[config.mk]
export PLATFORM = sky130hd
export DESIGN_NAME = sprite_frame_sequencer
export DESIGN_NICKNAME = d
export VERILOG_FILES = /design/src/hw/rtl/sfs_pkg.sv /design/src/hw/rtl/sfs_ram.sv /design/src/hw/rtl/sprite_frame_sequencer.sv
export SDC_FILE = /design/constraint.sdc
export NUM_CORES = 1
export LEC_CHECK = 0
export BUFFER_PORTS_ARGS = -buffer_cell sky130_fd_sc_hd__buf_2
export CAP_MARGIN = 20
export CORE_UTILIZATION = 40
export DETAILED_ROUTE_END_ITERATION = 7
export HOLD_SLACK_MARGIN = 0.03
export PLACE_DENSITY = 0.54
export SYNTH_ARGS = -nofsm -noshare
export SYNTH_HDL_FRONTEND = slang
export SYNTH_SLANG_ARGS = --single-unit
[constraint.sdc]
create_clock -name clock -period 7.7 [get_ports clock]
set_clock_uncertainty 0.05 [all_clocks]
set_input_delay 0.385 -clock clock [delete_from_list [all_inputs] [get_ports clock]]
set_output_delay 0.385 -clock clock [all_outputs]
set_load 0.005 [all_outputs]
[src/hw/rtl/sfs_pkg.sv]
// Shared constants and widths for the sprite frame sequencer.
package sfs_pkg;

   localparam int MAX_ANIMATIONS = 16;
   localparam int MAX_FRAMES     = 256;

   localparam int ANIM_W  = $clog2(MAX_ANIMATIONS);
   localparam int LEN_W   = $clog2(MAX_FRAMES + 1);
   localparam int FRAME_W = 8;
   localparam int TIME_W  = 24;
   localparam int ACC_W   = 25;
   localparam int COUNT_W = 32;
   localparam int TYPE_W  = 3;
   localparam int MODE_W  = 2;
   localparam int REQ_W   = 48;
   localparam int RSP_W   = 48;

   localparam logic [ACC_W-1:0] ACC_MAX = {ACC_W{1'b1}};
   localparam logic [LEN_W-1:0] LEN_MAX = LEN_W'(MAX_FRAMES);

   localparam logic [TYPE_W-1:0] REQ_TICK     = 3'd0;
   localparam logic [TYPE_W-1:0] REQ_RUN      = 3'd1;
   localparam logic [TYPE_W-1:0] REQ_SET_ANIM = 3'd2;
   localparam logic [TYPE_W-1:0] REQ_SET_FRM  = 3'd3;
   localparam logic [TYPE_W-1:0] REQ_LOAD     = 3'd4;

   localparam logic [MODE_W-1:0] MODE_LOOP     = 2'd0;
   localparam logic [MODE_W-1:0] MODE_PINGPONG = 2'd1;
   localparam logic [MODE_W-1:0] MODE_STOP     = 2'd2;

endpackage

[src/hw/rtl/sfs_ram.sv]
// Generic single-write, single-read synchronous RAM with registered read data.
module sfs_ram #(
   parameter int WIDTH = 8,
   parameter int DEPTH = 16
) (
   input  logic                     clock,
   input  logic                     wr_en,
   input  logic [$clog2(DEPTH)-1:0] wr_addr,
   input  logic [WIDTH-1:0]         wr_data,
   input  logic [$clog2(DEPTH)-1:0] rd_addr,
   output logic [WIDTH-1:0]         rd_data
);

   logic [WIDTH-1:0] mem [DEPTH];

   always_ff @(posedge clock) begin
      if (wr_en) begin
         mem[wr_addr] <= wr_data;
      end
      rd_data <= mem[rd_addr];
   end

endmodule

[src/hw/rtl/sprite_frame_sequencer.sv]
// Sprite animation frame sequencer top level with frame-length table in RAM.
//
//   Channel  Direction  Payload
//   req      in         tuser: req_type; tdata: request fields
//   rsp      out        tdata: status and current animation state
//   csr      in         data: frame_delay_us
//
// A request passes through three steps: accept with table read, execute, result.
// A tick that advances a looping animation adds a bit-serial division step for
// the remainder of the next frame by the animation length.
// Synchronous reset clears all control state and the table valid bits;
// entries never loaded read as zero length.
// A stalled result holds in the output register; the next request waits.
module sprite_frame_sequencer (
   input  logic                         clock,
   input  logic                         reset,
   input  logic                         req_tvalid,
   output logic                         req_tready,
   // req_type
   input  logic [sfs_pkg::TYPE_W-1:0]   req_tuser,
   // elapsed_us, animation_id, end_style, frame_index, flag_value, frame_count
   input  logic [sfs_pkg::REQ_W-1:0]    req_tdata,
   output logic                         rsp_tvalid,
   input  logic                         rsp_tready,
   // status, current_animation, current_frame_out, frames_spent,
   // animating_out, advanced, zero pad
   output logic [sfs_pkg::RSP_W-1:0]    rsp_tdata,
   input  logic                         csr_valid,
   output logic                         csr_ready,
   input  logic [sfs_pkg::TIME_W-1:0]   csr_data
);
   import sfs_pkg::*;

   localparam logic [1:0] ST_IDLE = 2'd0;
   localparam logic [1:0] ST_EXEC = 2'd1;
   localparam logic [1:0] ST_DIV  = 2'd2;
   localparam logic [1:0] ST_DONE = 2'd3;

   localparam int CNT_W = $clog2(LEN_W);

   logic [1:0]               state_ff, state_in;
   logic [TIME_W-1:0]        delay_ff, delay_in;
   logic [ACC_W-1:0]         accum_ff, accum_in;
   logic                     animating_ff, animating_in;
   logic                     reverse_ff, reverse_in;
   logic [MODE_W-1:0]        mode_ff, mode_in;
   logic [ANIM_W-1:0]        active_ff, active_in;
   logic                     started_ff, started_in;
   logic [FRAME_W-1:0]       frame_ff, frame_in;
   logic [COUNT_W-1:0]       count_ff, count_in;
   logic [MAX_ANIMATIONS-1:0] valid_ff, valid_in;

   logic [TYPE_W-1:0]        type_ff, type_in;
   logic [TIME_W-1:0]        elapsed_ff, elapsed_in;
   logic [ANIM_W-1:0]        addr_ff, addr_in;
   logic [MODE_W-1:0]        style_ff, style_in;
   logic [FRAME_W-1:0]       fidx_ff, fidx_in;
   logic                     flag_ff, flag_in;
   logic                     status_ff, status_in;
   logic                     advanced_ff, advanced_in;

   logic [LEN_W-1:0]         dvd_ff, dvd_in;
   logic [LEN_W-1:0]         rem_ff, rem_in;
   logic [LEN_W-1:0]         dlen_ff, dlen_in;
   logic [CNT_W-1:0]         cnt_ff, cnt_in;

   logic                     rsp_valid_ff, rsp_valid_in;
   logic [RSP_W-1:0]         rsp_data_ff, rsp_data_in;

   logic                     req_xfer;
   logic                     load_wr;
   logic [ANIM_W-1:0]        req_id;
   logic [LEN_W-1:0]         req_count;
   logic [LEN_W-1:0]         load_len;
   logic [LEN_W-1:0]         rd_len;
   logic [LEN_W-1:0]         cur_len;
   logic [ACC_W:0]           acc_sum;
   logic [ACC_W-1:0]         acc_sat;
   logic [LEN_W-1:0]         rem_shift;
   logic [LEN_W-1:0]         frame_ext;

   assign req_tready = (state_ff == ST_IDLE);
   assign req_xfer   = req_tvalid && req_tready;
   assign csr_ready  = 1'b1;
   assign rsp_tvalid = rsp_valid_ff;
   assign rsp_tdata  = rsp_data_ff;

   assign req_id    = req_tdata[27:24];
   assign req_count = req_tdata[47:39];
   assign load_len  = (req_count > LEN_MAX) ? LEN_MAX : req_count;
   assign load_wr   = req_xfer && (req_tuser == REQ_LOAD);

   sfs_ram #(
      .WIDTH(LEN_W),
      .DEPTH(MAX_ANIMATIONS)
   ) u_len_ram (
      .clock  (clock),
      .wr_en  (load_wr),
      .wr_addr(req_id),
      .wr_data(load_len),
      .rd_addr(addr_in),
      .rd_data(rd_len)
   );

   assign cur_len   = valid_ff[addr_ff] ? rd_len : '0;
   assign acc_sum   = {1'b0, accum_ff} + (ACC_W + 1)'(elapsed_ff);
   assign acc_sat   = acc_sum[ACC_W] ? ACC_MAX : acc_sum[ACC_W-1:0];
   assign rem_shift = {rem_ff[LEN_W-2:0], dvd_ff[LEN_W-1]};
   assign frame_ext = LEN_W'(frame_ff);

   always_comb begin
      state_in     = state_ff;
      delay_in     = delay_ff;
      accum_in     = accum_ff;
      animating_in = animating_ff;
      reverse_in   = reverse_ff;
      mode_in      = mode_ff;
      active_in    = active_ff;
      started_in   = started_ff;
      frame_in     = frame_ff;
      count_in     = count_ff;
      valid_in     = valid_ff;
      type_in      = type_ff;
      elapsed_in   = elapsed_ff;
      addr_in      = addr_ff;
      style_in     = style_ff;
      fidx_in      = fidx_ff;
      flag_in      = flag_ff;
      status_in    = status_ff;
      advanced_in  = advanced_ff;
      dvd_in       = dvd_ff;
      rem_in       = rem_ff;
      dlen_in      = dlen_ff;
      cnt_in       = cnt_ff;
      rsp_valid_in = rsp_valid_ff;
      rsp_data_in  = rsp_data_ff;

      if (csr_valid && csr_ready) begin
         delay_in = csr_data;
      end
      if (rsp_valid_ff && rsp_tready) begin
         rsp_valid_in = 1'b0;
      end

      case (state_ff)
         ST_IDLE: begin
            if (req_xfer) begin
               type_in    = req_tuser;
               elapsed_in = req_tdata[23:0];
               style_in   = req_tdata[29:28];
               fidx_in    = req_tdata[37:30];
               flag_in    = req_tdata[38];
               addr_in    = (req_tuser == REQ_TICK) ? active_ff : req_id;
               if (load_wr) begin
                  valid_in[req_id] = 1'b1;
               end
               state_in = ST_EXEC;
            end
         end
         ST_EXEC: begin
            status_in   = 1'b0;
            advanced_in = 1'b0;
            state_in    = ST_DONE;
            case (type_ff)
               REQ_TICK: begin
                  if (started_ff) begin
                     accum_in = acc_sat;
                     if (animating_ff && (acc_sat > ACC_W'(delay_ff))) begin
                        accum_in    = '0;
                        count_in    = count_ff + 1'b1;
                        advanced_in = 1'b1;
                        if (cur_len != '0) begin
                           case (mode_ff)
                              MODE_LOOP: begin
                                 dvd_in   = frame_ext + 1'b1;
                                 rem_in   = '0;
                                 dlen_in  = cur_len;
                                 cnt_in   = CNT_W'(LEN_W - 1);
                                 state_in = ST_DIV;
                              end
                              MODE_PINGPONG: begin
                                 if (cur_len > LEN_W'(1)) begin
                                    if ((frame_ext >= cur_len - 1'b1) ||
                                        ((frame_ff == '0) && reverse_ff)) begin
                                       reverse_in = !reverse_ff;
                                    end
                                    if (reverse_in) begin
                                       frame_in = frame_ff - 1'b1;
                                    end else begin
                                       frame_in = frame_ff + 1'b1;
                                    end
                                 end
                              end
                              MODE_STOP: begin
                                 if (frame_ext < cur_len - 1'b1) begin
                                    frame_in = frame_ff + 1'b1;
                                 end
                              end
                              default: begin
                              end
                           endcase
                        end
                     end
                  end
               end
               REQ_RUN: begin
                  if (cur_len == '0) begin
                     status_in = 1'b1;
                  end else begin
                     animating_in = 1'b1;
                     mode_in      = style_ff;
                     active_in    = addr_ff;
                     started_in   = 1'b1;
                     frame_in     = '0;
                     count_in     = '0;
                  end
               end
               REQ_SET_ANIM: begin
                  animating_in = flag_ff;
               end
               REQ_SET_FRM: begin
                  frame_in = fidx_ff;
               end
               default: begin
               end
            endcase
         end
         ST_DIV: begin
            dvd_in = {dvd_ff[LEN_W-2:0], 1'b0};
            if (rem_shift >= dlen_ff) begin
               rem_in = rem_shift - dlen_ff;
            end else begin
               rem_in = rem_shift;
            end
            cnt_in = cnt_ff - 1'b1;
            if (cnt_ff == '0) begin
               frame_in = rem_in[FRAME_W-1:0];
               state_in = ST_DONE;
            end
         end
         ST_DONE: begin
            if (!rsp_valid_ff || rsp_tready) begin
               rsp_valid_in = 1'b1;
               rsp_data_in  = {1'b0, advanced_ff, animating_ff, count_ff, frame_ff,
                               active_ff, status_ff};
               state_in     = ST_IDLE;
            end
         end
         default: begin
            state_in = ST_IDLE;
         end
      endcase
   end

   always_ff @(posedge clock) begin
      if (reset) begin
         state_ff     <= ST_IDLE;
         delay_ff     <= '0;
         accum_ff     <= '0;
         animating_ff <= 1'b0;
         reverse_ff   <= 1'b0;
         mode_ff      <= MODE_LOOP;
         active_ff    <= '0;
         started_ff   <= 1'b0;
         frame_ff     <= '0;
         count_ff     <= '0;
         valid_ff     <= '0;
         rsp_valid_ff <= 1'b0;
      end else begin
         state_ff     <= state_in;
         delay_ff     <= delay_in;
         accum_ff     <= accum_in;
         animating_ff <= animating_in;
         reverse_ff   <= reverse_in;
         mode_ff      <= mode_in;
         active_ff    <= active_in;
         started_ff   <= started_in;
         frame_ff     <= frame_in;
         count_ff     <= count_in;
         valid_ff     <= valid_in;
         rsp_valid_ff <= rsp_valid_in;
      end
      type_ff     <= type_in;
      elapsed_ff  <= elapsed_in;
      addr_ff     <= addr_in;
      style_ff    <= style_in;
      fidx_ff     <= fidx_in;
      flag_ff     <= flag_in;
      status_ff   <= status_in;
      advanced_ff <= advanced_in;
      dvd_ff      <= dvd_in;
      rem_ff      <= rem_in;
      dlen_ff     <= dlen_in;
      cnt_ff      <= cnt_in;
      rsp_data_ff <= rsp_data_in;
   end

   a_one_at_a_time: assert property (@(posedge clock) disable iff (reset)
      req_xfer |=> !req_tready)
      else $error("request accepted while another is in flight");

   a_rem_bound: assert property (@(posedge clock) disable iff (reset)
      (state_ff == ST_DIV) |-> ((dlen_ff != '0) && (rem_ff < dlen_ff)))
      else $error("frame remainder out of range");

   a_idle_before_start: assert property (@(posedge clock) disable iff (reset)
      !started_ff |-> ((accum_ff == '0) && (count_ff == '0)))
      else $error("timing state moved before any animation started");

   a_result_after_exec: assert property (@(posedge clock) disable iff (reset)
      (state_ff == ST_EXEC) |=> ((state_ff == ST_DONE) || (state_ff == ST_DIV)))
      else $error("execute step did not lead to a result");

endmodule
After elaboration in Yosys (flattened, before gate mapping)
Memory sizes are Yosys's and may differ from the RTL's. A register that Yosys moved wholly into a read port is not among the register bits.
Cells that the tools add are included.
- add/sub/neg operators: 8
- $lt $le $gt $ge: 9
- equal/unequal tests: 28
- mux-type cells: 71
- bitwise gates (word level): 2
- reduce and logical (&&, ||, !) cells: 34
- operator list (cell ; count):
    8-bit two-way mux ; 14
    32-bit two-way mux ; 3
    32-bit one-hot mux with 2 select lines ; 1
    9-bit two-way mux ; 7
    25-bit two-way mux ; 2
    8-bit one-hot mux with 2 select lines ; 3
    32-bit by 1-bit adder with 32-bit output, second input constant ; 1
    4-bit two-way mux ; 8
    25-bit by 24-bit adder with 26-bit output ; 1
    25-bit by 24-bit greater-than comparator with 1-bit output ; 1
    8-bit one-hot mux with 3 select lines ; 1
    1-bit two-way mux ; 23
    9-bit one-hot mux with 2 select lines ; 1
    2-bit inequality test, second input constant ; 8
    16-bit bitwise OR ; 1
    3-bit AND reduction ; 5
    3-bit inequality test, second input constant ; 4
    6-bit AND reduction ; 2
    4-bit by 5-bit < comparator with 1-bit output, second input constant ; 2
    10-bit AND reduction ; 1
    8-bit by 1-bit adder with 9-bit output, second input constant ; 1
    8-bit by 9-bit greater-or-equal comparator with 1-bit output ; 1
    9-bit greater-or-equal comparator ; 1
    9-bit by 1-bit greater-than comparator with 1-bit output, second input constant ; 1
    other kinds (37) ; 59
- register bits: 238
- bits in writable memories: 144
- input bits: 80
- output and inout bits: 51
- memories kept: 1
- memories (name ; words ; bits a word ; rd ports ; clocked after Yosys merged registers in ; wr ports ; line ; text):
    u_len_ram.mem ; 16 ; 9 ; 1 ; 1 ; 1 ; sfs_ram.sv:14 ; logic [WIDTH-1:0] mem [DEPTH];

Logic depth before layout (Yosys ltp)
Gate-level depths: netlist of the first run.
- depth after elaboration: 22
- depth in mapped cells: 23
- mapped depth without buffers: 20

By module
Synthesis of the first run repeated with hierarchy kept, for this count alone.
- cells, all modules: 1538
- area total of the unflattened synthesis: 18287.5 sq um
- modules (own cells, without submodules) (module ; times used ; cells an instance ; area an instance (sq um) ; sequential area each (sq um)):
    sprite_frame_sequencer ; 1 ; 1284 ; 12507.0 ; 5935.7
    sfs_ram ; 1 ; 254 ; 5780.5 ; 4504.3

Least setup slack after synthesis of the first run
No wires, ideal clock.
- path kind: reg-to-reg
- from: register elapsed_ff[6]
- to: register cnt_ff[0] (enable)
- arrival time: 4594 ps
- setup slack: 2677 ps
- cell stages (with the launch flop): 19
- path through: edfxtp_1 > ha_1 > a211oi_1 > nand2_1 > and3_1 > or3_1 > a311oi_1 > a21oi_1 > xnor2_1 > nand2_1 > ha_1 > nand4_1 > nor4_1 > o211ai_1 > a31oi_1 > a2111o_1 > buf_6 > and4b_1 > a41o_1
- cells in the longest elaborated chain, start to end: 6
- ends and longest elaborated chain (item ; line ; text):
    start: declaration ; sprite_frame_sequencer.sv:54 ; logic [TIME_W-1:0] elapsed_ff, elapsed_in;
    start signal: assignment ; sprite_frame_sequencer.sv:284 ; elapsed_ff <= elapsed_in;
    25-bit by 24-bit adder with 26-bit output ; sprite_frame_sequencer.sv:106 ; assign acc_sum = {1'b0, accum_ff} + (ACC_W + 1)'(elapsed_ff);
    25-bit two-way mux ; sprite_frame_sequencer.sv:107 ; assign acc_sat = acc_sum[ACC_W] ? ACC_MAX : acc_sum[ACC_W-1:0];
    25-bit by 24-bit greater-than comparator with 1-bit output ; sprite_frame_sequencer.sv:168 ; if (animating_ff && (acc_sat > ACC_W'(delay_ff))) begin
    1-bit logical AND ; sprite_frame_sequencer.sv:168 ;
    2-bit inequality test (no source line) ; n/a ;
    6-bit AND reduction (no source line) ; n/a ;
    end signal: assignment ; sprite_frame_sequencer.sv:294 ; cnt_ff <= cnt_in;
    end: declaration ; sprite_frame_sequencer.sv:65 ; logic [CNT_W-1:0] cnt_ff, cnt_in;
Every way passes these cells.
A chain may end at the register's enable or synchronous reset.

Final worst setup path of the first run
- from: register elapsed_ff[14]
- to: register rem_ff[0] (enable)
- cells in the longest elaborated chain, start to end: 6
- ends and longest elaborated chain (item ; line ; text):
    25-bit by 24-bit adder with 26-bit output ; sprite_frame_sequencer.sv:106 ;
    25-bit two-way mux ; sprite_frame_sequencer.sv:107 ;
    25-bit by 24-bit greater-than comparator with 1-bit output ; sprite_frame_sequencer.sv:168 ;
    1-bit logical AND ; sprite_frame_sequencer.sv:168 ;
    2-bit inequality test (no source line) ; n/a ;
    6-bit AND reduction (no source line) ; n/a ;
    end signal: assignment ; sprite_frame_sequencer.sv:292 ; rem_ff <= rem_in;
    end: declaration ; sprite_frame_sequencer.sv:63 ; logic [LEN_W-1:0] rem_ff, rem_in;
Every way passes these cells.

==> flow_metrics.tcl, run 1 <==
set metrics [dict create \
    status "complete, no violations" \
    achievable-frequency_mhz 154 \
    synth_edf_count 261 \
    fill_cells 4052 \
    synth_fp_nets 1658 \
    power_frac_clock_pct 33.1 \
    num_io_pins 131 \
    final-setup-viol-count 0 \
    clock_sinks 391 \
    post_drt_wl_per_cell_um 19.0 \
    relSlewSlack_pct 31.3 \
    synthArstFlopShare_pct 0 \
    gp_congestion 0.858 \
    grt_max_degree 76 \
    synthTopCellsByArea "edfxtp_1, dfxtp_1, ha_1" \
    nNetsFinal 1867 \
    synth_cell_types 81 \
    coreArea_um2 44500 \
    p_int_mw 4.34 \
    crit_chain "ha_1 -> a211oi_1 -> o221ai_1 -> a41oi_2 -> nor2b_1 -> a21o_1 -> o21ai_0 -> ha_1 -> nand4_1 -> nor4_1 -> o211ai_1 -> a31oi_1 -> a2111o_1 -> and4b_1 -> a41o_1" \
    yosysWarnings 0 \
    slowest_stage "a41o_1" \
    firstDrtPassIters 5 \
    numPortBuffers 128 \
    via_per_inst 5.30 \
    insertion_delay_ns 0.59 \
    dp_slack_ns 1.30 \
    reg2reg_slack_ns 1.21 \
    ff2ff_path_depth 15 \
    htree_levels 2 \
    drtIter0Drc 894 \
    grt_first_pass_wirelength_mm 69.1 \
    netSwitchingPower_mw 1.92 \
    ys.flop_type "edfxtp_1" \
    drv_cap 0 \
    hold_viol_final 0 \
    peakVddDrop_uv 201 \
    power_density_nw_per_um2 289 \
    worstMarginPinSlew_ns 1.02 \
    swShare_pct 30.7 \
    worstPathArrival_ns 6.64 \
    totalNegativeSetupSlack_ns 0 \
    finalMaxSlewViolations 0 \
    combPwrFrac_pct 25.9 \
    wirelength_mm 44.5 \
    grt_pass1_vias 12200 \
    cts-resized-gates 0 \
    fin_ws_ns 1.21 \
    synth_common_cells "edfxtp_1, nor2_1, dfxtp_1" \
    cts_buffers 44 \
    regToRegEndpoint "rem_ff[0]" \
    die_h_um 215 \
    path_clk_slew_ns 0.06 \
    grtUsageTotal_pct 19.1 \
    cts_tree "built" \
    finish.utilization_pct 48.7 \
    p_seq_share_pct 41.0 \
    postCtsHoldBufs 62 \
    syn_inst 1501 \
    antenna_found_initial 3 \
    ff_latch_area_um2 10400 \
    start_util_pct 40.9 \
    hpwl_mm 30.2 \
    worstSetupStartpointType "register" \
    cp.required_ns 7.85 \
    critPathCaptureType "register" \
    period_share_pct 84.3 \
    placementRows 77 \
    gr-total-overflow 0 \
    r2r-start "elapsed_ff[14]" \
    antenna_cells 0 \
    dieArea_um2 46400 \
    vias 12400 \
    rsz0062_at_grt "false" \
    drive_above_1_share_pct 17.2 \
    layout_min_cycle_time_ns 6.49 \
    crit_type "reg2reg" \
    multiInputGateArea_um2 7230 \
    clock_path_buffers 3 \
    cpPeakStageDelay_ns 0.83 \
    yosysMostFrequentCell "edfxtp_1" \
    cellLeakagePower_nw 8.18 \
    synth_area_leader_cell "edfxtp_1" \
    crit_end "rem_ff[0]" \
    startpoint "elapsed_ff[14]" \
    root_buffer "clkbuf_16" \
    drc 0 \
    cts_setup_buffers 0 \
    syn-cell-area_um2 18200 \
    netlist.area_leader.share_pct 43.1 \
    worst_path_most_repeated_cell "ha_1" \
    avgSynthCellArea_um2 12.1 \
    ys_ff_latch 391 \
    yosysSeqAreaShare_pct 57.4 \
    hold_class "in2reg" \
    area_growth_syn_to_layout_pct 19.1 \
    cp_max_fo 25 \
    ant_nets 0 \
    die_w_um 215 \
]
## kinds of logic after synthesis
logic type	share of synthesized area, %
mux	9.10
buf+inv	3.23
fa+ha+maj	5.38
other cells	0.0413
flops	57.4
simple gates	12.1
xor+xnor	1.68
compound gates	11.1
## cell usage in the layout, fill, tap and decap left out, types with 12 or more instances in the layout
cell,instances
ha_1,75
and2_1,14
o21a_1,17
xnor2_1,22
buf_4,26
nand2_1,97
mux2_2,12
mux2i_1,59
nor2_1,141
inv_1,75
nand4_1,15
o31ai_1,27
nand2b_1,13
a21o_1,17
nor2b_1,27
mux4_2,36
clkbuf_16,45
or4_1,23
clkbuf_1,13
nor3_1,26
and3_1,19
buf_2,128
a21oi_1,79
edfxtp_1,261
dlygate4sd3_1,62
nand3_1,32
o21ai_0,53
dfxtp_1,130
a211oi_1,23
xor2_1,13
## metal layers
metal  GRT usage [%]  part of all wire [%]
met1            27.3                    49
met2            30.1                    45
met3            3.33                   4.2
met4            4.33                   1.7
met5               0                 0.061
## worst max-delay path, delay by kind of cell, from the launching register on
family	cells	cell delay, ns
compound gates	9	3.61
fa+ha+maj	2	0.76
flops	1	0.37
simple gates	4	1.32
## how the worst min path moves through the flow
stage | startpoint | to | slack (ns) | depth (start not counted)
after floorplan | status_ff | rsp_tdata[0] | 0.35 | 0
after global placement | valid_ff[13] | valid_ff[13] | 0.39 | 2
after detailed placement | count_ff[31] | rsp_tdata[44] | 0.40 | 0
after CTS | rsp_tready | rsp_tvalid | 0.06 | 4
after global routing | rsp_tready | rsp_tvalid | 0.10 | 4
final | rsp_tready | rsp_tvalid | 0.09 | 4
## stage by stage
stage | area (um2) | cells | total power, mW | hold WS (ns)
6_report | 21700 | 2338 | 6.26 | 0.0878
3_3_place_gp | 19500 | 2180 | 4.19 | 0.391
4_1_cts | 21600 | 2327 | 6.32 | 0.0614
5_1_grt | 21700 | 2338 | 6.59 | 0.102
3_5_place_dp | 19500 | 2183 | 4.21 | 0.398
2_1_floorplan | 18200 | 1501 | 3.73 | 0.350
## area by class of cell
type | instances | share of cell area (%)
clock buffer | 63 | 5.74
inverter | 76 | 1.32
multi-input combinational | 974 | 33.3
sequential | 391 | 48.2
tap | 592 | 3.42
clock inverter | 19 | 0.866
timing repair buffer | 223 | 7.16
## state kept, by name (all words and copies together), names as in the netlist, 9 cells and up
signal / cells
dlen_ff: 9
u_len_ram.mem: 144
rsp_tdata: 47
delay_ff: 24
elapsed_ff: 24
u_len_ram.rd_data: 9
accum_ff: 25
count_ff: 32
dvd_ff: 9
valid_ff: 16
## power by group through the flow
stage	combinational, mW	sequential (mW)	clock, mW
after CTS	1.63	2.57	2.12
final	1.62	2.57	2.07
after global placement	1.58	2.61	0
after global routing	1.79	2.59	2.21
after detailed placement	1.60	2.61	0
after floorplan	1.16	2.57	0
(Power assumes the default switching activity.)
==> inputs of run 2 (changes only) <==
--- a/config.mk
+++ b/config.mk
@@ -10,7 +10,7 @@
 export CORE_UTILIZATION = 40
 export DETAILED_ROUTE_END_ITERATION = 7
 export HOLD_SLACK_MARGIN = 0.03
-export PLACE_DENSITY = 0.54
+export PLACE_DENSITY = 0.56
 export SYNTH_ARGS = -nofsm -noshare
 export SYNTH_HDL_FRONTEND = slang
 export SYNTH_SLANG_ARGS = --single-unit
==> constraint.sdc (replaced) <==
create_clock -name clock -period 5.49 [get_ports clock]
set_clock_uncertainty 0.05 [all_clocks]
set_input_delay 0.2745 -clock clock [delete_from_list [all_inputs] [get_ports clock]]
set_output_delay 0.2745 -clock clock [all_outputs]
set_load 0.005 [all_outputs]
==> flow_metrics.tcl, run 2 (synthesis results as in run 1) <==
set metrics [dict create \
    status "complete, no violations" \
    slowest_stage "a2111o_1" \
    firstDrtPassIters 5 \
    finalMaxSlewViolations 0 \
    layout_common_cells "edfxtp_1, nor2_1, dfxtp_1" \
    start_util_pct 40.9 \
    hold_viol_final 0 \
    root_buffer "clkbuf_16" \
    ant_nets 0 \
    crit_chain "ha_2 -> fa_2 -> a211o_1 -> a21oi_2 -> a211o_2 -> a31oi_4 -> o21a_1 -> o21ai_2 -> mux2i_1 -> ha_1 -> a2111oi_4 -> o21ai_1 -> a221oi_2 -> a31oi_2 -> a2111o_1 -> buf_4 -> a21oi_4 -> clkbuf_16 -> o31ai_1 -> a21oi_1" \
    fill_cells 4017 \
    gp_congestion 0.830 \
    drv_cap 0 \
    worstSetupStartpointType "register" \
    final_cells 2370 \
    drive_above_1_share_pct 19.3 \
    period_share_pct 96.7 \
    nNetsFinal 1899 \
    numPortBuffers 128 \
    achievable-frequency_mhz 188 \
    crit_type "reg2reg" \
    final_area_um2 22100 \
    cts_tree "built" \
    regMostFlops "u_len_ram.mem" \
    path_clk_slew_ns 0.06 \
    final-setup-viol-count 0 \
    cp.required_ns 5.94 \
    wirelength_mm 45.0 \
    hold_class "in2reg" \
    cellLeakagePower_nw 8.38 \
    multiInputGateArea_um2 7320 \
    worstPathArrival_ns 5.75 \
    post_drt_wl_per_cell_um 19.0 \
    drc 0 \
    grt_max_degree 77 \
    num_io_pins 131 \
    final_common_cell "edfxtp_1" \
    hold_ws_ns 0.0785 \
    drtIter0Drc 781 \
    vias 12600 \
    antenna_found_initial 0 \
    cpPeakStageDelay_ns 0.48 \
    placementRows 77 \
    place_area_um2 19700 \
    relSlewSlack_pct 26.4 \
    grtUsageTotal_pct 18.9 \
    hpwl_mm 29.9 \
    via_per_inst 5.33 \
    critPathTopFamily "compound AO/OA/AOI/OAI gates" \
    htree_levels 2 \
    area_growth_syn_to_layout_pct 21.2 \
    insertion_delay_ns 0.59 \
    cts_buffers 44 \
    peakVddDrop_uv 222 \
    clock_sinks 391 \
    clock_path_buffers 3 \
    dieArea_um2 46400 \
    dp_cells 2205 \
    critPathCaptureType "register" \
    cp_max_fo 7 \
    coreArea_um2 44500 \
    largest_reg_flops 144 \
    ff_latch_area_um2 10400 \
    power_density_nw_per_um2 398 \
    antenna_cells 0 \
    die_w_um 215 \
    layout_min_cycle_time_ns 5.31 \
    die_h_um 215 \
    finish.utilization_pct 49.5 \
    cp_num_buf_inv 2 \
    grt_pass1_vias 12300 \
    grt_first_pass_wirelength_mm 68.3 \
    gr-total-overflow 0 \
    power.total_mw 8.78 \
    worstMarginPinSlew_ns 1.10 \
]
-- run 2: area by class of cell --
class	instances	area share, %
Sequential cell	391	47.3
Timing Repair Buffer	255	8.50
Multi-Input combinational cell	974	33.2
Inverter	76	1.29
Clock inverter	26	1.02
Tap cell	592	3.36
Clock buffer	56	5.29
-- run 2: metal layers --
layer,part of all wire [%],vias to the layer above,GRT usage [%]
li1,-,6125,-
met1,48,6140,26.5
met2,46,288,29.8
met3,4.2,82,3.23
met4,2.3,0,5.74
met5,0,-,0
-- run 2: worst paths after layout --
| kind | from | endpoint | slack, ns | cells after the start |
|---|---|---|---|---|
| worst max-delay path | elapsed_ff[0] | count_ff[12] | 0.18 | 20 |
| worst min-delay path | req_tvalid | state_ff[1] | 0.08 | 4 |
| worst max register to register | elapsed_ff[0] | count_ff[12] | 0.18 | 20 |
| worst min register to register | accum_ff[2] | accum_ff[2] | 0.40 | 2 |
-- run 2: what timing repair did --
| action | 4_1_cts | 5_1_grt |
|---|---|---|
| hold endpoints to repair | 63 | 0 |
| endpoints found under the setup margin | 19 | 74 |
| pin swaps | 0 | 16 |
| gates cloned | 0 | 6 |
| hold buffers | 63 | 0 |
| resized for setup | 1 | 26 |
| setup buffers | 0 | 6 |
-- run 2: metrics by stage --
step / setup TNS, ns / setup slack, ns
2_1_floorplan: 0 / 0.467
3_3_place_gp: 0 / 0.161
3_5_place_dp: -0.0575 / -0.0152
4_1_cts: 0 / 0.0217
5_1_grt: -0.616 / -0.0570
6_report: 0 / 0.182
-- run 2: worst reg2reg max path: cells and delay by family, from the launching register on --
kind / cells / cell delay [ns]
compound gates: 14 / 3.23
flops: 1 / 0.37
buf+inv: 2 / 0.44
mux: 1 / 0.27
fa+ha+maj: 3 / 0.86
-- run 2: power by group --
part / leakage (nW) / total, mW / switching [mW] / internal [mW]
Clock: 0.676 / 2.82 / 1.21 / 1.61
Sequential: 3.46 / 3.61 / 0.182 / 3.43
Combinational: 4.24 / 2.36 / 1.32 / 1.03
Total: 8.38 / 8.78 / 2.72 / 6.07
